File: src/design/mlc_pkg.sv
// Shared types and constants of the markup line cleaner.
// Holds store sizes, character codes and the command that passes from front to back.
// Depends on nothing; the queue, front end, back end and top use it by scoped names.
package mlc_pkg;

  // Bounds of the buffered link text and digit runs.
  localparam int TextMax   = 32;
  localparam int DigitsMax = 8;

  // Widths derived from the bounds.
  localparam int TextCntW  = $clog2(TextMax + 1);
  localparam int DigitCntW = $clog2(DigitsMax + 1);
  localparam int TextAW    = (TextMax > 1) ? $clog2(TextMax) : 1;
  localparam int DigitAW   = (DigitsMax > 1) ? $clog2(DigitsMax) : 1;
  localparam int SeqCntW   = (TextCntW > DigitCntW) ? TextCntW : DigitCntW;

  // Depth of the command queue between front and back.
  localparam int CmdDepth = 2;

  // Character codes.
  localparam logic [7:0] ChHash  = 8'h23;
  localparam logic [7:0] ChSpace = 8'h20;
  localparam logic [7:0] ChOpen  = 8'h5B;
  localparam logic [7:0] ChBar   = 8'h7C;
  localparam logic [7:0] ChClose = 8'h5D;
  localparam logic [7:0] ChZero  = 8'h30;
  localparam logic [7:0] ChNine  = 8'h39;

  // What the back end replays from the stores.
  typedef enum logic [1:0] {
    REP_NONE,    // nothing from the stores
    REP_TEXT,    // '[' followed by the buffered text
    REP_DIGITS,  // '[' text '|' digits
    REP_LINK     // the buffered text alone, a finished link
  } rep_e;

  // One command: everything a single input byte causes, in output order:
  // hashes, store replay, the byte itself, a trailing '['.
  typedef struct packed {
    logic [1:0]           hashes;
    rep_e                 rep;
    logic [TextCntW-1:0]  tcnt;
    logic [DigitCntW-1:0] dcnt;
    logic                 byte_en;
    logic [7:0]           chr;
    logic                 tail;
    logic                 heading;
    logic                 last;
  } cmd_t;

endpackage

File: src/design/mlc_in_if.sv
// Input channel of the markup line cleaner: valid, ready and one raw byte.
// No dependencies.
interface mlc_in_if;
  logic       valid;
  logic       ready;
  logic [7:0] in_char;
  logic       in_end;

  modport source (output valid, output in_char, output in_end, input ready);
  modport sink   (input valid, input in_char, input in_end, output ready);
endinterface

File: src/design/mlc_out_if.sv
// Output channel of the markup line cleaner: valid, ready and one cleaned result.
// No dependencies.
interface mlc_out_if;
  logic       valid;
  logic       ready;
  logic [7:0] out_char;
  logic       has_char;
  logic       heading;
  logic       out_end;

  modport source (output valid, output out_char, output has_char, output heading,
                  output out_end, input ready);
  modport sink   (input valid, input out_char, input has_char, input heading,
                  input out_end, output ready);
endinterface

File: src/design/mlc_ram.sv
// Generic single-write, single-read RAM with a registered read port.
// No dependencies.
module mlc_ram #(
  parameter int Width = 8,
  parameter int Depth = 32,
  localparam int AW   = (Depth > 1) ? $clog2(Depth) : 1
) (
  input  logic                   clk_i,
  input  logic                   we_i,
  input  logic [AW-1:0]          waddr_i,
  input  logic [Width-1:0]       wdata_i,
  input  logic [AW-1:0]          raddr_i,
  output logic [Width-1:0]       rdata_o
);
  logic [Width-1:0] mem_q [Depth];
  logic [Width-1:0] rdata_q;

  // Write port and registered read port.
  always_ff @(posedge clk_i) begin
    if (we_i) begin
      mem_q[waddr_i] <= wdata_i;
    end
    rdata_q <= mem_q[raddr_i];
  end

  assign rdata_o = rdata_q;
endmodule

File: src/design/mlc_cmd_fifo.sv
// Short command queue between the front and back ends of the line cleaner.
// Depends on mlc_pkg for the command type and depth.
module mlc_cmd_fifo (
  input  logic          clk_i,
  input  logic          rst_ni,
  input  logic          push_i,
  input  mlc_pkg::cmd_t cmd_i,
  input  logic          pop_i,
  output mlc_pkg::cmd_t cmd_o,
  output logic          empty_o,
  output logic          full_o
);
  localparam int PW = (mlc_pkg::CmdDepth > 1) ? $clog2(mlc_pkg::CmdDepth) : 1;
  localparam int CW = $clog2(mlc_pkg::CmdDepth + 1);

  mlc_pkg::cmd_t ent_q [mlc_pkg::CmdDepth];
  logic [PW-1:0] wr_ptr_q, wr_ptr_d;
  logic [PW-1:0] rd_ptr_q, rd_ptr_d;
  logic [CW-1:0] cnt_q, cnt_d;

  assign empty_o = (cnt_q == '0);
  assign full_o  = (cnt_q == CW'(mlc_pkg::CmdDepth));
  assign cmd_o   = ent_q[rd_ptr_q];

  // Pointer and fill-count update; wrap at the depth.
  always_comb begin
    wr_ptr_d = wr_ptr_q;
    rd_ptr_d = rd_ptr_q;
    cnt_d    = cnt_q;
    if (push_i) begin
      wr_ptr_d = (wr_ptr_q == PW'(mlc_pkg::CmdDepth - 1)) ? '0 : wr_ptr_q + 1'b1;
    end
    if (pop_i) begin
      rd_ptr_d = (rd_ptr_q == PW'(mlc_pkg::CmdDepth - 1)) ? '0 : rd_ptr_q + 1'b1;
    end
    if (push_i && !pop_i) begin
      cnt_d = cnt_q + 1'b1;
    end else if (pop_i && !push_i) begin
      cnt_d = cnt_q - 1'b1;
    end
  end

  always_ff @(posedge clk_i or negedge rst_ni) begin
    if (!rst_ni) begin
      wr_ptr_q <= '0;
      rd_ptr_q <= '0;
      cnt_q    <= '0;
    end else begin
      wr_ptr_q <= wr_ptr_d;
      rd_ptr_q <= rd_ptr_d;
      cnt_q    <= cnt_d;
    end
  end

  // Entry storage needs no reset.
  always_ff @(posedge clk_i) begin
    if (push_i) begin
      ent_q[wr_ptr_q] <= cmd_i;
    end
  end
endmodule

File: src/design/mlc_front.sv
// Front end of the line cleaner: accepts bytes, tracks the prefix and link parsing,
// fills the text and digit stores and issues one command per byte that produces or ends a block.
// Depends on mlc_pkg and mlc_in_if.
module mlc_front (
  input  logic                         clk_i,
  input  logic                         rst_ni,
  mlc_in_if.sink                       in_if_i,
  input  logic                         fifo_full_i,
  input  logic                         drained_i,
  output logic                         push_o,
  output mlc_pkg::cmd_t                cmd_o,
  output logic                         text_we_o,
  output logic [mlc_pkg::TextAW-1:0]   text_waddr_o,
  output logic                         digit_we_o,
  output logic [mlc_pkg::DigitAW-1:0]  digit_waddr_o,
  output logic [7:0]                   wdata_o
);
  typedef enum logic [1:0] {
    PH_PREFIX,
    PH_BODY,
    PH_TEXT,
    PH_DIGITS
  } phase_e;

  phase_e                         ph_q, ph_d;
  logic [1:0]                     hc_q, hc_d;
  logic                           hd_q, hd_d;
  logic [mlc_pkg::TextCntW-1:0]   tc_q, tc_d;
  logic [mlc_pkg::DigitCntW-1:0]  dc_q, dc_d;
  logic                           lock_q, lock_d;
  logic                           accept;
  logic                           body;
  logic [7:0]                     c;
  mlc_pkg::cmd_t                  cmd;

  // A replay command blocks new bytes until the back end has read the stores.
  assign in_if_i.ready = !lock_q && !fifo_full_i;
  assign accept        = in_if_i.valid && in_if_i.ready;
  assign c             = in_if_i.in_char;

  assign text_waddr_o  = tc_q[mlc_pkg::TextAW-1:0];
  assign digit_waddr_o = dc_q[mlc_pkg::DigitAW-1:0];
  assign wdata_o       = c;
  assign cmd_o         = cmd;

  // Classify the byte and build its command.
  always_comb begin
    ph_d        = ph_q;
    hc_d        = hc_q;
    hd_d        = hd_q;
    tc_d        = tc_q;
    dc_d        = dc_q;
    cmd         = '0;
    cmd.rep     = mlc_pkg::REP_NONE;
    cmd.chr     = c;
    cmd.last    = in_if_i.in_end;
    text_we_o   = 1'b0;
    digit_we_o  = 1'b0;
    body        = 1'b0;
    if (accept) begin
      unique case (ph_q)
        PH_PREFIX: begin
          if (c == mlc_pkg::ChHash && hc_q < 2'd3) begin
            hc_d = hc_q + 2'd1;
          end else if (c == mlc_pkg::ChSpace && hc_q != 2'd0) begin
            hd_d = 1'b1;
            hc_d = 2'd0;
            ph_d = PH_BODY;
          end else begin
            cmd.hashes = hc_q;
            hc_d       = 2'd0;
            ph_d       = PH_BODY;
            body       = 1'b1;
          end
        end
        PH_TEXT: begin
          if (c == mlc_pkg::ChBar) begin
            dc_d = '0;
            ph_d = PH_DIGITS;
          end else if (c != mlc_pkg::ChOpen && c != mlc_pkg::ChClose &&
                       tc_q < mlc_pkg::TextMax) begin
            text_we_o = 1'b1;
            tc_d      = tc_q + 1'b1;
          end else begin
            cmd.rep  = mlc_pkg::REP_TEXT;
            cmd.tcnt = tc_q;
            ph_d     = PH_BODY;
            body     = 1'b1;
          end
        end
        PH_DIGITS: begin
          if (c >= mlc_pkg::ChZero && c <= mlc_pkg::ChNine &&
              dc_q < mlc_pkg::DigitsMax) begin
            digit_we_o = 1'b1;
            dc_d       = dc_q + 1'b1;
          end else if (c == mlc_pkg::ChClose && dc_q != '0) begin
            cmd.rep  = mlc_pkg::REP_LINK;
            cmd.tcnt = tc_q;
            ph_d     = PH_BODY;
          end else begin
            cmd.rep  = mlc_pkg::REP_DIGITS;
            cmd.tcnt = tc_q;
            cmd.dcnt = dc_q;
            ph_d     = PH_BODY;
            body     = 1'b1;
          end
        end
        default: begin
          body = 1'b1;
        end
      endcase

      // Ordinary body byte: a '[' opens an attempt, anything else passes.
      if (body) begin
        if (c == mlc_pkg::ChOpen) begin
          ph_d = PH_TEXT;
          tc_d = '0;
          dc_d = '0;
        end else begin
          cmd.byte_en = 1'b1;
        end
      end

      cmd.heading = hd_d;

      // End of block: flush what is still buffered, then start over.
      if (in_if_i.in_end) begin
        unique case (ph_d)
          PH_PREFIX: cmd.hashes = hc_d;
          PH_TEXT: begin
            if (cmd.rep != mlc_pkg::REP_NONE) begin
              cmd.tail = 1'b1;
            end else begin
              cmd.rep  = mlc_pkg::REP_TEXT;
              cmd.tcnt = tc_d;
            end
          end
          PH_DIGITS: begin
            cmd.rep  = mlc_pkg::REP_DIGITS;
            cmd.tcnt = tc_d;
            cmd.dcnt = dc_d;
          end
          default: begin
          end
        endcase
        ph_d = PH_PREFIX;
        hc_d = 2'd0;
        hd_d = 1'b0;
        tc_d = '0;
        dc_d = '0;
      end
    end
  end

  // Only bytes that produce something, or end the block, enter the queue.
  assign push_o = accept && (cmd.hashes != 2'd0 || cmd.rep != mlc_pkg::REP_NONE ||
                             cmd.byte_en || cmd.tail || cmd.last);

  // Store lock: set by a replay command, released once the back end is drained.
  always_comb begin
    lock_d = lock_q;
    if (push_o && cmd.rep != mlc_pkg::REP_NONE) begin
      lock_d = 1'b1;
    end else if (lock_q && drained_i) begin
      lock_d = 1'b0;
    end
  end

  always_ff @(posedge clk_i or negedge rst_ni) begin
    if (!rst_ni) begin
      ph_q   <= PH_PREFIX;
      hc_q   <= 2'd0;
      hd_q   <= 1'b0;
      tc_q   <= '0;
      dc_q   <= '0;
      lock_q <= 1'b0;
    end else begin
      ph_q   <= ph_d;
      hc_q   <= hc_d;
      hd_q   <= hd_d;
      tc_q   <= tc_d;
      dc_q   <= dc_d;
      lock_q <= lock_d;
    end
  end
endmodule

File: src/design/mlc_back.sv
// Back end of the line cleaner: runs queued commands one result at a time,
// reading the stores for replays, and holds the output register.
// Depends on mlc_pkg and mlc_out_if.
module mlc_back (
  input  logic                         clk_i,
  input  logic                         rst_ni,
  input  logic                         cmd_valid_i,
  input  mlc_pkg::cmd_t                cmd_i,
  output logic                         pop_o,
  output logic                         idle_o,
  output logic [mlc_pkg::TextAW-1:0]   text_raddr_o,
  input  logic [7:0]                   text_rdata_i,
  output logic [mlc_pkg::DigitAW-1:0]  digit_raddr_o,
  input  logic [7:0]                   digit_rdata_i,
  mlc_out_if.source                    out_if_o
);
  localparam int CW = mlc_pkg::SeqCntW;

  typedef enum logic [3:0] {
    ST_IDLE,
    ST_HASH,
    ST_OPEN,
    ST_TRD,
    ST_TOUT,
    ST_BAR,
    ST_DRD,
    ST_DOUT,
    ST_BYTE,
    ST_TAIL,
    ST_BARE
  } st_e;

  st_e           state_q, state_d;
  logic [CW-1:0] cnt_q, cnt_d;
  mlc_pkg::cmd_t cmd_q, cmd_d;
  logic          out_vld_q;
  logic [7:0]    out_chr_q;
  logic          out_has_q, out_hd_q, out_end_q;

  logic          can_emit, emit, e_has, e_end;
  logic [7:0]    e_chr;
  logic [2:0]    seg_k;
  st_e           nx;
  logic [CW:0]   nxt_idx, tc_ext, dc_ext, hc_ext;

  // First segment of a command at or after order position k; the bare end
  // marker only when the command has nothing else to show.
  function automatic st_e first_from(input logic [2:0] k, input mlc_pkg::cmd_t c);
    st_e s;
    logic rpl;
    rpl = (c.rep == mlc_pkg::REP_TEXT) || (c.rep == mlc_pkg::REP_DIGITS);
    if (k <= 3'd0 && c.hashes != 2'd0) begin
      s = ST_HASH;
    end else if (k <= 3'd1 && rpl) begin
      s = ST_OPEN;
    end else if (k <= 3'd2 && c.rep != mlc_pkg::REP_NONE && c.tcnt != '0) begin
      s = ST_TRD;
    end else if (k <= 3'd3 && c.rep == mlc_pkg::REP_DIGITS) begin
      s = ST_BAR;
    end else if (k <= 3'd4 && c.rep == mlc_pkg::REP_DIGITS && c.dcnt != '0) begin
      s = ST_DRD;
    end else if (k <= 3'd5 && c.byte_en) begin
      s = ST_BYTE;
    end else if (k <= 3'd6 && c.tail) begin
      s = ST_TAIL;
    end else if (k == 3'd0 && c.last) begin
      s = ST_BARE;
    end else begin
      s = ST_IDLE;
    end
    return s;
  endfunction

  assign can_emit      = !out_vld_q || out_if_o.ready;
  assign idle_o        = (state_q == ST_IDLE);
  assign text_raddr_o  = cnt_q[mlc_pkg::TextAW-1:0];
  assign digit_raddr_o = cnt_q[mlc_pkg::DigitAW-1:0];
  assign nxt_idx       = {1'b0, cnt_q} + 1'b1;
  assign tc_ext        = (CW+1)'(cmd_q.tcnt);
  assign dc_ext        = (CW+1)'(cmd_q.dcnt);
  assign hc_ext        = (CW+1)'(cmd_q.hashes);

  // Order position that follows the current segment.
  always_comb begin
    unique case (state_q)
      ST_HASH: seg_k = 3'd1;
      ST_OPEN: seg_k = 3'd2;
      ST_TOUT: seg_k = 3'd3;
      ST_BAR:  seg_k = 3'd4;
      ST_DOUT: seg_k = 3'd5;
      ST_BYTE: seg_k = 3'd6;
      default: seg_k = 3'd7;
    endcase
  end

  assign nx = first_from(seg_k, cmd_q);

  // Sequencer: one result per emitting state, stored bytes pass through a read state first.
  always_comb begin
    state_d = state_q;
    cnt_d   = cnt_q;
    cmd_d   = cmd_q;
    pop_o   = 1'b0;
    emit    = 1'b0;
    e_chr   = 8'h00;
    e_has   = 1'b1;
    e_end   = cmd_q.last && (nx == ST_IDLE);
    unique case (state_q)
      ST_IDLE: begin
        if (cmd_valid_i) begin
          pop_o   = 1'b1;
          cmd_d   = cmd_i;
          state_d = first_from(3'd0, cmd_i);
          cnt_d   = '0;
        end
      end
      ST_HASH: begin
        if (can_emit) begin
          emit  = 1'b1;
          e_chr = mlc_pkg::ChHash;
          if (nxt_idx < hc_ext) begin
            e_end = 1'b0;
            cnt_d = nxt_idx[CW-1:0];
          end else begin
            state_d = nx;
            cnt_d   = '0;
          end
        end
      end
      ST_OPEN, ST_TAIL: begin
        if (can_emit) begin
          emit    = 1'b1;
          e_chr   = mlc_pkg::ChOpen;
          state_d = nx;
          cnt_d   = '0;
        end
      end
      ST_BAR: begin
        if (can_emit) begin
          emit    = 1'b1;
          e_chr   = mlc_pkg::ChBar;
          state_d = nx;
          cnt_d   = '0;
        end
      end
      ST_BYTE: begin
        if (can_emit) begin
          emit    = 1'b1;
          e_chr   = cmd_q.chr;
          state_d = nx;
          cnt_d   = '0;
        end
      end
      ST_TRD: state_d = ST_TOUT;
      ST_DRD: state_d = ST_DOUT;
      ST_TOUT: begin
        if (can_emit) begin
          emit  = 1'b1;
          e_chr = text_rdata_i;
          if (nxt_idx < tc_ext) begin
            e_end   = 1'b0;
            cnt_d   = nxt_idx[CW-1:0];
            state_d = ST_TRD;
          end else begin
            state_d = nx;
            cnt_d   = '0;
          end
        end
      end
      ST_DOUT: begin
        if (can_emit) begin
          emit  = 1'b1;
          e_chr = digit_rdata_i;
          if (nxt_idx < dc_ext) begin
            e_end   = 1'b0;
            cnt_d   = nxt_idx[CW-1:0];
            state_d = ST_DRD;
          end else begin
            state_d = nx;
            cnt_d   = '0;
          end
        end
      end
      ST_BARE: begin
        if (can_emit) begin
          emit    = 1'b1;
          e_has   = 1'b0;
          e_end   = 1'b1;
          state_d = ST_IDLE;
        end
      end
      default: state_d = ST_IDLE;
    endcase
  end

  // State and output valid.
  always_ff @(posedge clk_i or negedge rst_ni) begin
    if (!rst_ni) begin
      state_q   <= ST_IDLE;
      cnt_q     <= '0;
      out_vld_q <= 1'b0;
    end else begin
      state_q <= state_d;
      cnt_q   <= cnt_d;
      if (emit) begin
        out_vld_q <= 1'b1;
      end else if (out_if_o.ready) begin
        out_vld_q <= 1'b0;
      end
    end
  end

  // Command and output payload.
  always_ff @(posedge clk_i) begin
    cmd_q <= cmd_d;
    if (emit) begin
      out_chr_q <= e_chr;
      out_has_q <= e_has;
      out_hd_q  <= cmd_q.heading;
      out_end_q <= e_end;
    end
  end

  assign out_if_o.valid    = out_vld_q;
  assign out_if_o.out_char = out_chr_q;
  assign out_if_o.has_char = out_has_q;
  assign out_if_o.heading  = out_hd_q;
  assign out_if_o.out_end  = out_end_q;

  // A store read is always followed by the cycle that shows its data.
  a_read_then_out: assert property (@(posedge clk_i) disable iff (!rst_ni)
    (state_q == ST_TRD) |=> (state_q == ST_TOUT))
    else $error("text read not followed by its output cycle");

  // The bare end marker only closes a block whose last byte produced nothing.
  a_bare_only_last: assert property (@(posedge clk_i) disable iff (!rst_ni)
    (state_q == ST_BARE) |-> (cmd_q.last && !cmd_q.byte_en && cmd_q.hashes == 2'd0))
    else $error("bare end marker for a command that has output");

  // Digits are replayed only by a failed link attempt.
  a_digits_rep: assert property (@(posedge clk_i) disable iff (!rst_ni)
    (state_q == ST_DOUT) |-> (cmd_q.rep == mlc_pkg::REP_DIGITS))
    else $error("digit replay without a digit command");

  // Text reads stay below the buffered count.
  a_text_bound: assert property (@(posedge clk_i) disable iff (!rst_ni)
    (state_q == ST_TOUT) |-> ({1'b0, cnt_q} < tc_ext))
    else $error("text read beyond the buffered count");
endmodule

File: src/design/markup_line_cleaner_unit.sv
// Markup line cleaner: top level.
// Input channel in_if_i takes one raw byte per request with in_end on the last byte
// of a block. Output channel out_if_o gives one cleaned byte per request, tagged
// with the heading flag; out_end marks the block's final result, and a request with
// has_char low is a bare end marker for a block whose last byte produced nothing.
// A front end parses the heading prefix and links and fills the text and digit
// stores; a two-entry command queue feeds a back end that sequences the results.
// A byte that passes straight through is held in the queue, then in the back end's
// command register, then in the output register. The back end fetches a command only
// in its idle state, after all results of the last one; meanwhile the front end can
// queue new bytes. Replayed or link text passes each stored byte through a store read,
// then an emit; after a byte that replays the stores, input ready stays low until the
// back end has drained the queue. A stalled receiver holds the output register; the
// back end stops, the queue fills and ready on the input drops. Reset clears all control
// state and starts a new block; the store contents are not cleared.
// Depends on mlc_pkg, mlc_in_if, mlc_out_if, mlc_ram, mlc_cmd_fifo, mlc_front, mlc_back.
module markup_line_cleaner_unit (
  input  logic       clk_i,
  input  logic       rst_ni,
  mlc_in_if.sink     in_if_i,
  mlc_out_if.source  out_if_o
);
  logic                         push, pop, fifo_empty, fifo_full, back_idle, drained;
  mlc_pkg::cmd_t                cmd_in, cmd_out;
  logic                         text_we, digit_we;
  logic [mlc_pkg::TextAW-1:0]   text_waddr, text_raddr;
  logic [mlc_pkg::DigitAW-1:0]  digit_waddr, digit_raddr;
  logic [7:0]                   wdata, text_rdata, digit_rdata;

  assign drained = fifo_empty && back_idle;

  // Parsing front end.
  mlc_front u_front (
    .clk_i         (clk_i),
    .rst_ni        (rst_ni),
    .in_if_i       (in_if_i),
    .fifo_full_i   (fifo_full),
    .drained_i     (drained),
    .push_o        (push),
    .cmd_o         (cmd_in),
    .text_we_o     (text_we),
    .text_waddr_o  (text_waddr),
    .digit_we_o    (digit_we),
    .digit_waddr_o (digit_waddr),
    .wdata_o       (wdata)
  );

  // Link text and digit stores.
  mlc_ram #(.Width(8), .Depth(mlc_pkg::TextMax)) u_text_ram (
    .clk_i   (clk_i),
    .we_i    (text_we),
    .waddr_i (text_waddr),
    .wdata_i (wdata),
    .raddr_i (text_raddr),
    .rdata_o (text_rdata)
  );

  mlc_ram #(.Width(8), .Depth(mlc_pkg::DigitsMax)) u_digit_ram (
    .clk_i   (clk_i),
    .we_i    (digit_we),
    .waddr_i (digit_waddr),
    .wdata_i (wdata),
    .raddr_i (digit_raddr),
    .rdata_o (digit_rdata)
  );

  // Command queue.
  mlc_cmd_fifo u_fifo (
    .clk_i   (clk_i),
    .rst_ni  (rst_ni),
    .push_i  (push),
    .cmd_i   (cmd_in),
    .pop_i   (pop),
    .cmd_o   (cmd_out),
    .empty_o (fifo_empty),
    .full_o  (fifo_full)
  );

  // Result sequencer and output register.
  mlc_back u_back (
    .clk_i         (clk_i),
    .rst_ni        (rst_ni),
    .cmd_valid_i   (!fifo_empty),
    .cmd_i         (cmd_out),
    .pop_o         (pop),
    .idle_o        (back_idle),
    .text_raddr_o  (text_raddr),
    .text_rdata_i  (text_rdata),
    .digit_raddr_o (digit_raddr),
    .digit_rdata_i (digit_rdata),
    .out_if_o      (out_if_o)
  );
endmodule
File: src/flat_wrapper.sv
// flat-port wrapper written by rule: the top's interface ports become plain ports
module markup_line_cleaner_unit_flat 
  (clk_i, rst_ni, in_if_i_valid, in_if_i_in_char, in_if_i_in_end, in_if_i_ready, out_if_o_valid, out_if_o_out_char, out_if_o_has_char, out_if_o_heading, out_if_o_out_end, out_if_o_ready);
  mlc_in_if in_if_i_i ();
  mlc_out_if out_if_o_i ();
  input  logic clk_i;
  input  logic rst_ni;
  input wire logic [$bits(in_if_i_i.valid)-1:0] in_if_i_valid;
  input wire logic [$bits(in_if_i_i.in_char)-1:0] in_if_i_in_char;
  input wire logic [$bits(in_if_i_i.in_end)-1:0] in_if_i_in_end;
  output wire logic [$bits(in_if_i_i.ready)-1:0] in_if_i_ready;
  output wire logic [$bits(out_if_o_i.valid)-1:0] out_if_o_valid;
  output wire logic [$bits(out_if_o_i.out_char)-1:0] out_if_o_out_char;
  output wire logic [$bits(out_if_o_i.has_char)-1:0] out_if_o_has_char;
  output wire logic [$bits(out_if_o_i.heading)-1:0] out_if_o_heading;
  output wire logic [$bits(out_if_o_i.out_end)-1:0] out_if_o_out_end;
  input wire logic [$bits(out_if_o_i.ready)-1:0] out_if_o_ready;
  assign in_if_i_i.valid = in_if_i_valid;
  assign in_if_i_i.in_char = in_if_i_in_char;
  assign in_if_i_i.in_end = in_if_i_in_end;
  assign in_if_i_ready = in_if_i_i.ready;
  assign out_if_o_valid = out_if_o_i.valid;
  assign out_if_o_out_char = out_if_o_i.out_char;
  assign out_if_o_has_char = out_if_o_i.has_char;
  assign out_if_o_heading = out_if_o_i.heading;
  assign out_if_o_out_end = out_if_o_i.out_end;
  assign out_if_o_i.ready = out_if_o_ready;
  markup_line_cleaner_unit u_core (.clk_i(clk_i), .rst_ni(rst_ni), .in_if_i(in_if_i_i), .out_if_o(out_if_o_i));
endmodule
File: config.mk
export PLATFORM = sky130hd
export DESIGN_NAME = markup_line_cleaner_unit_flat
export DESIGN_NICKNAME = d
export VERILOG_FILES = /design/src/design/mlc_pkg.sv /design/src/design/mlc_in_if.sv /design/src/design/mlc_out_if.sv /design/src/design/mlc_ram.sv /design/src/design/mlc_cmd_fifo.sv /design/src/design/mlc_front.sv /design/src/design/mlc_back.sv /design/src/design/markup_line_cleaner_unit.sv /design/src/flat_wrapper.sv
export SDC_FILE = /design/constraint.sdc
export NUM_CORES = 1
export LEC_CHECK = 0
export ABC_AREA = 1
export BUFFER_PORTS_ARGS = -buffer_cell sky130_fd_sc_hd__buf_2
export CELL_PAD_IN_SITES_DETAIL_PLACEMENT = 1
export CELL_PAD_IN_SITES_GLOBAL_PLACEMENT = 1
export CORE_MARGIN = 1
export CORE_UTILIZATION = 51
export CTS_CLUSTER_DIAMETER = 40
export CTS_CLUSTER_SIZE = 40
export DETAILED_ROUTE_END_ITERATION = 12
export GPL_TIMING_DRIVEN = 0
export PLACE_DENSITY_LB_ADDON = 0.12
export SKIP_CTS_REPAIR_TIMING = 1
export SLEW_MARGIN = 10
export SYNTH_ARGS = -nofsm -noshare
export SYNTH_HDL_FRONTEND = slang
export SYNTH_HIERARCHICAL = 1
export SYNTH_SLANG_ARGS = --single-unit
File: constraint.sdc
create_clock -name clk_i -period 3.8 [get_ports clk_i]
set_clock_uncertainty 0.05 [all_clocks]
set_input_delay 0 -clock clk_i [delete_from_list [all_inputs] [get_ports clk_i]]
set_output_delay 0 -clock clk_i [all_outputs]
set_load 0.05 [all_outputs]
==> flow_metrics.py, run 1 <==
metrics = {
    "status": {
        "outcome": "finished, final reports clean",
    },
    "clocking": {
        "cts_buffer_depth": 3,
        "cts_tree": "done",
        "clock_tree.root_cell": "sky130_fd_sc_hd__clkbuf_16",
        "cts_htree_levels": 3,
        "worstSkewPairLatency_ns": 0.60,
        "cts.sink_count": 456,
        "clk_pin_slew_ns": 0.05,
        "cts_made_buffers": 67,
    },
    "setup_path": {
        "cpPeakStageDelay_ns": 0.78,
        "critical_path_required_ns": 3.94,
        "kind_of_critical_path": "flip-flop to flip-flop",
        "crit_fanout": 26,
        "crit_chain": "ha_1 -> inv_1 -> nand3_1 -> nor2_1 -> nand3_1 -> inv_1 -> nand2_1 -> o21ai_1 -> nand2_1 -> nand3_1 -> nor2_1 -> nand3_1 -> nand2_1 -> inv_1 -> nand2_1 -> inv_1",
        "crit_path_end_kind": "flip-flop",
        "crit_arrival_ns": 3.48,
        "timing.critical_path.slowest_stage_cell": "sky130_fd_sc_hd__inv_1",
        "critical_path.startpoint_type": "flip-flop",
    },
    "global_route": {
        "aggregate_global_routing_overflow": 0,
        "largest_net_degree_at_the_start_of_global_routing": 41,
        "antenna_found_initial": 0,
        "first_pass_grt_wire_length_mm": 90.9,
        "grt_overall_usage_pct": 29.6,
        "first_global_vias": 15600,
    },
    "route": {
        "wl_per_cell_microns": 22.7,
        "drt-vias-per-instance": 5.56,
        "drt-pass1-iter-count": 5,
        "initialDrtViolationCount": 1105,
        "detail-route-antenna-nets": 0,
        "wire_length_reported_by_the_detailed_router_mm": 59.8,
        "dr_total_vias": 14700,
        "post-route-drc-count": 0,
    },
    "finish": {
        "nets": 2094,
        "insertedDiodeCount": 0,
        "layout.cell_area.non_filler_sq_um": 24000,
        "syn_to_final_growth_pct": 15.8,
        "drive_above_1_share_pct": 15.6,
    },
    "yosys": {
        "yosys_warnings": 6,
        "ys_seq_area_share_pct": 64.6,
        "synthDominantAreaCellType": "sky130_fd_sc_hd__edfxtp_1",
        "post-synth-top-count-cell": "sky130_fd_sc_hd__nand2_1",
        "yosys.cell_types.count": 48,
        "synth_fp_nets": 1989,
        "synth-edff-count": 409,
        "mappedNetlistArea_sq_um": 20700,
        "dominantRegCellSynth": "sky130_fd_sc_hd__edfxtp_1",
        "post-synth-top-area-fraction_pct": 59.3,
        "ys_top_cells_by_area": "sky130_fd_sc_hd__edfxtp_1 (59%), sky130_fd_sc_hd__nand2_1 (11%), sky130_fd_sc_hd__nand3_1 (6.7%), sky130_fd_sc_hd__dfrtp_1 (3.7%), sky130_fd_sc_hd__inv_1 (3.2%)",
        "top_cells_by_instance_count_after_synthesis": "sky130_fd_sc_hd__nand2_1 (612), sky130_fd_sc_hd__edfxtp_1 (409), sky130_fd_sc_hd__nand3_1 (278)",
        "postSynth.asyncResetShare_pct": 6.80,
        "postSynthAreaPerCell_sq_um": 10.6,
        "synth_cells": 1955,
        "postSynthRegisterBits": 456,
    },
    "floorplanning": {
        "top_level_ports": 26,
        "initial_core_util_pct": 51.9,
        "core_area_sq_um": 39900,
        "floorplan.die_area_sq_um": 41400,
        "placement_rows": 73,
        "die_y_microns": 204,
        "chip_width_microns": 204,
    },
    "sta": {
        "report.final.slew_viol_count": 0,
        "slew-limit-headroom_pct": 27.1,
        "layout_setup_ws_ns": 0.461,
        "grt_setup_unrepaired": "no",
        "setup_viol": 0,
        "final_period_minus_worst_setup_slack_ns": 3.34,
        "final_hold_viol_count": 0,
        "worst-slew-pin-transition_ns": 1.09,
        "finalCritPeriodShare_pct": 87.9,
        "max_clk_rate_mhz": 300,
    },
    "placed_design": {
        "placement_stage_cell_area_sq_um": 21500,
        "detailedPlace.worstSlack_ns": 0.547,
        "place_hpwl_mm": 39.5,
        "finalWeightedCongestion": 0.895,
        "buffer_ports.inserted": 24,
    },
    "power_and_ir_drop": {
        "irDropWorstVdd_uv": 402,
        "p_per_area_nw_per_um2": 723,
        "leakage_uw": 0.00976,
    },
    "min_path": {
        "path_category_of_the_worst_min_delay_check": "input port to flip-flop",
    },
    "flow_run": {
        "cap_violations": 0,
    },
}
==> critical path, delay by kind of cell, from the launching register on <==
family | cells | cell delay, ns
buffers and inverters | 4 | 1.16
and+or+nand+nor | 10 | 0.90
AOI/OAI and AO/OA | 1 | 0.13
DFF | 1 | 0.46
adders and majority gates | 1 | 0.24
==> logic make-up after synthesis <==
| group | after synthesis | synth area share (%) |
|---|---|---|
| buffers and inverters | 300 | 7.60 |
| xor gates and xnor gates | 6 | 0.254 |
| and+or+nand+nor | 1053 | 21.8 |
| AOI/OAI and AO/OA | 93 | 2.79 |
| adders and majority gates | 21 | 1.27 |
| DFF | 456 | 64.6 |
| muxes | 26 | 1.76 |
==> power breakdown <==
group	leakage, uW	switching, uW	internal [uW]
Clock	0.00114	2530	3890
Sequential	0.00425	224	5990
Combinational	0.00438	3200	1500
Total	0.00976	5960	11400
==> worst paths after layout <==
check	start	end	slack, ns	cells after the start
setup / recovery	u_core/u_front/hc_q[0]	u_core/u_fifo/ent_q[1][20]	0.46	16
hold / removal	in_if_i_in_end	u_core/u_fifo/ent_q[1][24]	0.04	3
setup reg to reg	u_core/u_front/hc_q[0]	u_core/u_fifo/ent_q[1][20]	0.46	16
hold reg to reg	u_core/u_back/cmd_q[1]	u_core/u_back/out_if_o.heading	0.39	0
max in group asynchronous	rst_ni	u_core/u_front/tc_q[1]	3.05	2
min in group asynchronous	rst_ni	u_core/u_back/out_if_o.valid	0.06	2
==> state kept, by name, summed over array words and instances (netlist names), 2 cells and up <==
signal,cells
u_core/u_back/cmd_q,26
u_core/u_back/cnt_q,6
u_core/u_back/out_if_o.out_char,8
u_core/u_back/state_q,4
u_core/u_digit_ram/mem_q,64
u_core/u_digit_ram/rdata_o,8
u_core/u_fifo/cnt_q,2
u_core/u_fifo/ent_q,52
u_core/u_front/dc_q,4
u_core/u_front/hc_q,2
u_core/u_front/ph_q,2
u_core/u_front/tc_q,6
u_core/u_text_ram/mem_q,256
u_core/u_text_ram/rdata_o,8
==> layer usage <==
layer  wire length, microns  vias up  global-route usage, %
li1                       -     6779                      -
met1                  25400     7272                   39.2
met2                  29200      510                   49.3
met3                   3650      102                   4.67
met4                   1630        0                   11.3
met5                      0        -                      0
==> cells in the final DEF (no fill, tap or decap), types with 7 or more instances in the layout <==
master	instances
sky130_fd_sc_hd__nand2_1	612
sky130_fd_sc_hd__edfxtp_1	409
sky130_fd_sc_hd__nand3_1	278
sky130_fd_sc_hd__inv_1	179
sky130_fd_sc_hd__nor2_1	100
sky130_fd_sc_hd__clkbuf_16	70
sky130_fd_sc_hd__buf_2	45
sky130_fd_sc_hd__buf_4	41
sky130_fd_sc_hd__dfrtp_1	31
sky130_fd_sc_hd__buf_6	31
sky130_fd_sc_hd__o21ai_0	24
sky130_fd_sc_hd__a21oi_1	22
sky130_fd_sc_hd__ha_1	21
sky130_fd_sc_hd__nand2_2	19
sky130_fd_sc_hd__mux2_4	19
sky130_fd_sc_hd__dfxtp_1	16
sky130_fd_sc_hd__inv_6	13
sky130_fd_sc_hd__inv_2	13
sky130_fd_sc_hd__o22ai_1	13
sky130_fd_sc_hd__dlygate4sd3_1	12
sky130_fd_sc_hd__nand4_1	11
sky130_fd_sc_hd__nor2_2	11
sky130_fd_sc_hd__clkbuf_1	9
sky130_fd_sc_hd__o21ai_1	9
sky130_fd_sc_hd__clkinvlp_4	8
sky130_fd_sc_hd__clkinv_4	7
sky130_fd_sc_hd__inv_8	7
sky130_fd_sc_hd__nor2_4	7
sky130_fd_sc_hd__mux2_2	7
==> per-stage QoR <==
step | utilization [%] | instances | hold slack, ns | total power, uW | TNS, ns
global placement | 53.8 | 2504 | 0.117 | 10700 | -8.04
finish | 60.1 | 2639 | 0.0360 | 17300 | 0
global route | 60.1 | 2639 | 0.0779 | 18000 | 0
floorplan | - | 1955 | -0.346 | 9490 | 0
detailed placement | 53.9 | 2504 | 0.117 | 10900 | 0
CTS | 59.8 | 2627 | -0.502 | 17400 | 0
==> area by class of cell <==
class	count	area (sq um)
Tap cell	525	657
Clock inverter	53	609
Sequential cell	456	13400
Clock buffer	70	1750
Buffer	106	843
Inverter	194	731
Multi-Input combinational cell	1199	5780
Timing Repair Buffer	36	240
Fill cell	4230	15900
Power figures use the tool's default switching activity.
==> run 2, diff against run 1 <==
--- a/config.mk
+++ b/config.mk
@@ -6,11 +6,11 @@
 export NUM_CORES = 1
 export LEC_CHECK = 0
 export ABC_AREA = 1
-export BUFFER_PORTS_ARGS = -buffer_cell sky130_fd_sc_hd__buf_2
+export BUFFER_PORTS_ARGS = -buffer_cell sky130_fd_sc_hd__buf_4
 export CELL_PAD_IN_SITES_DETAIL_PLACEMENT = 1
-export CELL_PAD_IN_SITES_GLOBAL_PLACEMENT = 1
+export CELL_PAD_IN_SITES_GLOBAL_PLACEMENT = 2
 export CORE_MARGIN = 1
-export CORE_UTILIZATION = 51
+export CORE_UTILIZATION = 43
 export CTS_CLUSTER_DIAMETER = 40
 export CTS_CLUSTER_SIZE = 40
 export DETAILED_ROUTE_END_ITERATION = 12
==> run 2 against run 1 <==
  * Cell area grew 1.8%
  * Routed wire length decreased by 2.5%
  * Sequential share of layout area shrank 0.97 points
  * Count of clock-buffer cells in the layout is 11 higher
  * Power up 2.1%
  * Non-clock buffer count rose by 2
  * Global-route usage is 5.5 points lower
  * Clock power up 5.8%
  * Sequential power hardly changed
  * Die area increased by 18%
  * First-iteration DRC count fell by 20%
  * Combinational power about the same
  * Critical endpoint is now u_core/u_fifo/ent_q[1][13]
==> flow_metrics.py, run 2 (same netlist as run 1, synthesis figures left out) <==
metrics = {
    "floorplanning": {
        "placement_rows": 80,
        "top_level_ports": 26,
        "initial_core_util_pct": 43.5,
        "chip_width_microns": 221,
        "floorplan.die_area_sq_um": 49100,
        "core_area_sq_um": 47600,
        "die_y_microns": 221,
    },
    "flow_run": {
        "cap_violations": 0,
    },
    "finish": {
        "max_flop_register": "u_core/u_text_ram/mem_q",
        "final_cell_mix": "sky130_fd_sc_hd__nand2_1 (612), sky130_fd_sc_hd__edfxtp_1 (409), sky130_fd_sc_hd__nand3_1 (278), sky130_fd_sc_hd__inv_1 (179), sky130_fd_sc_hd__nor2_1 (100)",
        "layout.core_utilization_pct": 51.2,
        "insertedDiodeCount": 0,
        "top_regs": "u_core/u_text_ram/mem_q x256, u_core/u_digit_ram/mem_q x64, u_core/u_fifo/ent_q x52",
        "final_common_cell": "sky130_fd_sc_hd__nand2_1",
        "layout.cell_area.non_filler_sq_um": 24400,
        "number_of_flip_flops_under_the_largest_register_name": 256,
        "syn_to_final_growth_pct": 17.8,
        "drive_above_1_share_pct": 16.0,
        "fillCellCount": 5104,
        "nets": 2104,
    },
    "status": {
        "outcome": "finished, final reports clean",
    },
    "global_route": {
        "grt_util_met3_pct": 4.44,
        "aggregate_global_routing_overflow": 0,
        "grt_busiest_layer": "met2",
        "grt_overall_usage_pct": 24.1,
        "use_met1_pct": 33.7,
        "first_pass_grt_wire_length_mm": 88.4,
        "first_global_vias": 14700,
        "antenna_found_initial": 0,
        "largest_net_degree_at_the_start_of_global_routing": 41,
        "grt_use_met2_pct": 38.6,
    },
    "power_and_ir_drop": {
        "irDropWorstVdd_uv": 411,
        "power.switching_fraction_pct": 33.8,
        "p_switching_uw": 5980,
        "total_design_power_uw": 17700,
        "p_per_area_nw_per_um2": 725,
        "clkPwrFrac_pct": 38.4,
        "seq_power_share_pct": 35.1,
        "leakage_uw": 0.00990,
        "p_int_uw": 11700,
        "combinationalPowerShare_pct": 26.6,
    },
    "sta": {
        "final.hold.worst_slack_ns": 0.0234,
        "final_period_minus_worst_setup_slack_ns": 3.37,
        "slew-limit-headroom_pct": 27.7,
        "worst-slew-pin-transition_ns": 1.08,
        "report.final.slew_viol_count": 0,
        "layout_setup_ws_ns": 0.432,
        "final_hold_viol_count": 0,
        "finalCritPeriodShare_pct": 88.6,
        "grt_setup_unrepaired": "no",
        "setup_viol": 0,
        "max_clk_rate_mhz": 297,
    },
    "clocking": {
        "clock_tree.root_cell": "sky130_fd_sc_hd__clkbuf_16",
        "cts_tree": "done",
        "worstSkewPairLatency_ns": 0.60,
        "cts_buffer_depth": 3,
        "clk_pin_slew_ns": 0.06,
        "cts.sink_count": 456,
        "cts_htree_levels": 3,
        "cts_made_buffers": 75,
    },
    "route": {
        "post-route-drc-count": 0,
        "initialDrtViolationCount": 889,
        "dr_total_vias": 14300,
        "wl_per_cell_microns": 21.2,
        "wire_length_reported_by_the_detailed_router_mm": 58.4,
        "drt-pass1-iter-count": 5,
        "drt-vias-per-instance": 5.19,
        "detail-route-antenna-nets": 0,
    },
    "placed_design": {
        "buffer_ports.inserted": 24,
        "finalWeightedCongestion": 0.843,
        "placement_stage_cell_area_sq_um": 21700,
        "place_hpwl_mm": 39.5,
        "detailedPlace.worstSlack_ns": 0.452,
    },
    "setup_path": {
        "crit_path_end_kind": "flip-flop",
        "kind_of_critical_path": "flip-flop to flip-flop",
        "critical_path.startpoint_type": "flip-flop",
        "crit_arrival_ns": 3.52,
        "critical_path_required_ns": 3.95,
        "crit_fanout": 26,
        "timing.reg2reg.setup_slack_ns": 0.43,
    },
    "min_path": {
        "path_category_of_the_worst_min_delay_check": "input port to flip-flop",
    },
}
-- run 2: final timing paths --
kind                                         from                        endpoint  cells past startpoint
setup reg to reg           u_core/u_front/hc_q[0]      u_core/u_fifo/ent_q[1][13]                     14
max in group asynchronous                  rst_ni          u_core/u_front/dc_q[1]                      4
hold reg to reg            u_core/u_back/cmd_q[1]  u_core/u_back/out_if_o.heading                      0
hold / removal                     in_if_i_in_end      u_core/u_fifo/ent_q[1][24]                      3
setup / recovery           u_core/u_front/hc_q[0]      u_core/u_fifo/ent_q[1][13]                     14
min in group asynchronous                  rst_ni          u_core/u_fifo/cnt_q[1]                      4
-- run 2: routing by layer --
layer | vias to the layer above | wire length (microns)
met5 | - | 0
li1 | 6794 | -
met1 | 7067 | 26900
met2 | 323 | 27400
met3 | 75 | 2940
met4 | 0 | 1180
-- run 2: through the flow --
| step | setup TNS (ns) | std cells |
|---|---|---|
| after floorplan | 0 | 1955 |
| after global placement | -10.19 | 2594 |
| after detailed placement | 0 | 2594 |
| after CTS | 0 | 2733 |
| after global routing | 0 | 2747 |
| final | 0 | 2747 |
-- run 2: power by group through the flow --
stage          logic [uW]  clock network (uW)  registers, uW
2_1_floorplan        3050                   0           6440
3_3_place_gp         4590                   0           6290
3_5_place_dp         4690                   0           6310
4_1_cts              4730                6910           6220
5_1_grt              5160                7080           6250
6_report             4700                6790           6210
-- run 2: final cells by class --
| type | count | area (sq um) | area share (%) |
|---|---|---|---|
| Multi-Input combinational cell | 1199 | 5780 | 23.7 |
| Buffer | 106 | 843 | 3.45 |
| Timing Repair Buffer | 38 | 338 | 1.38 |
| Clock buffer | 81 | 1990 | 8.17 |
| Clock inverter | 58 | 581 | 2.38 |
| Inverter | 194 | 731 | 2.99 |
| Sequential cell | 456 | 13400 | 54.8 |
| Tap cell | 615 | 769 | 3.15 |
-- run 2: critical path, cell delays in order (launching register included) --
cell and delay (ns):
sky130_fd_sc_hd__dfrtp_1 0.44, sky130_fd_sc_hd__ha_1 0.23, sky130_fd_sc_hd__inv_1 0.05, sky130_fd_sc_hd__nand3_1 0.06
sky130_fd_sc_hd__nor2_1 0.13, sky130_fd_sc_hd__nand3_1 0.14, sky130_fd_sc_hd__inv_1 0.15, sky130_fd_sc_hd__nand2_1 0.07
sky130_fd_sc_hd__a21oi_1 0.36, sky130_fd_sc_hd__nor2_1 0.09, sky130_fd_sc_hd__nand3_1 0.08, sky130_fd_sc_hd__nand2_1 0.06
sky130_fd_sc_hd__inv_1 0.17, sky130_fd_sc_hd__nand2_1 0.09, sky130_fd_sc_hd__inv_1 0.79
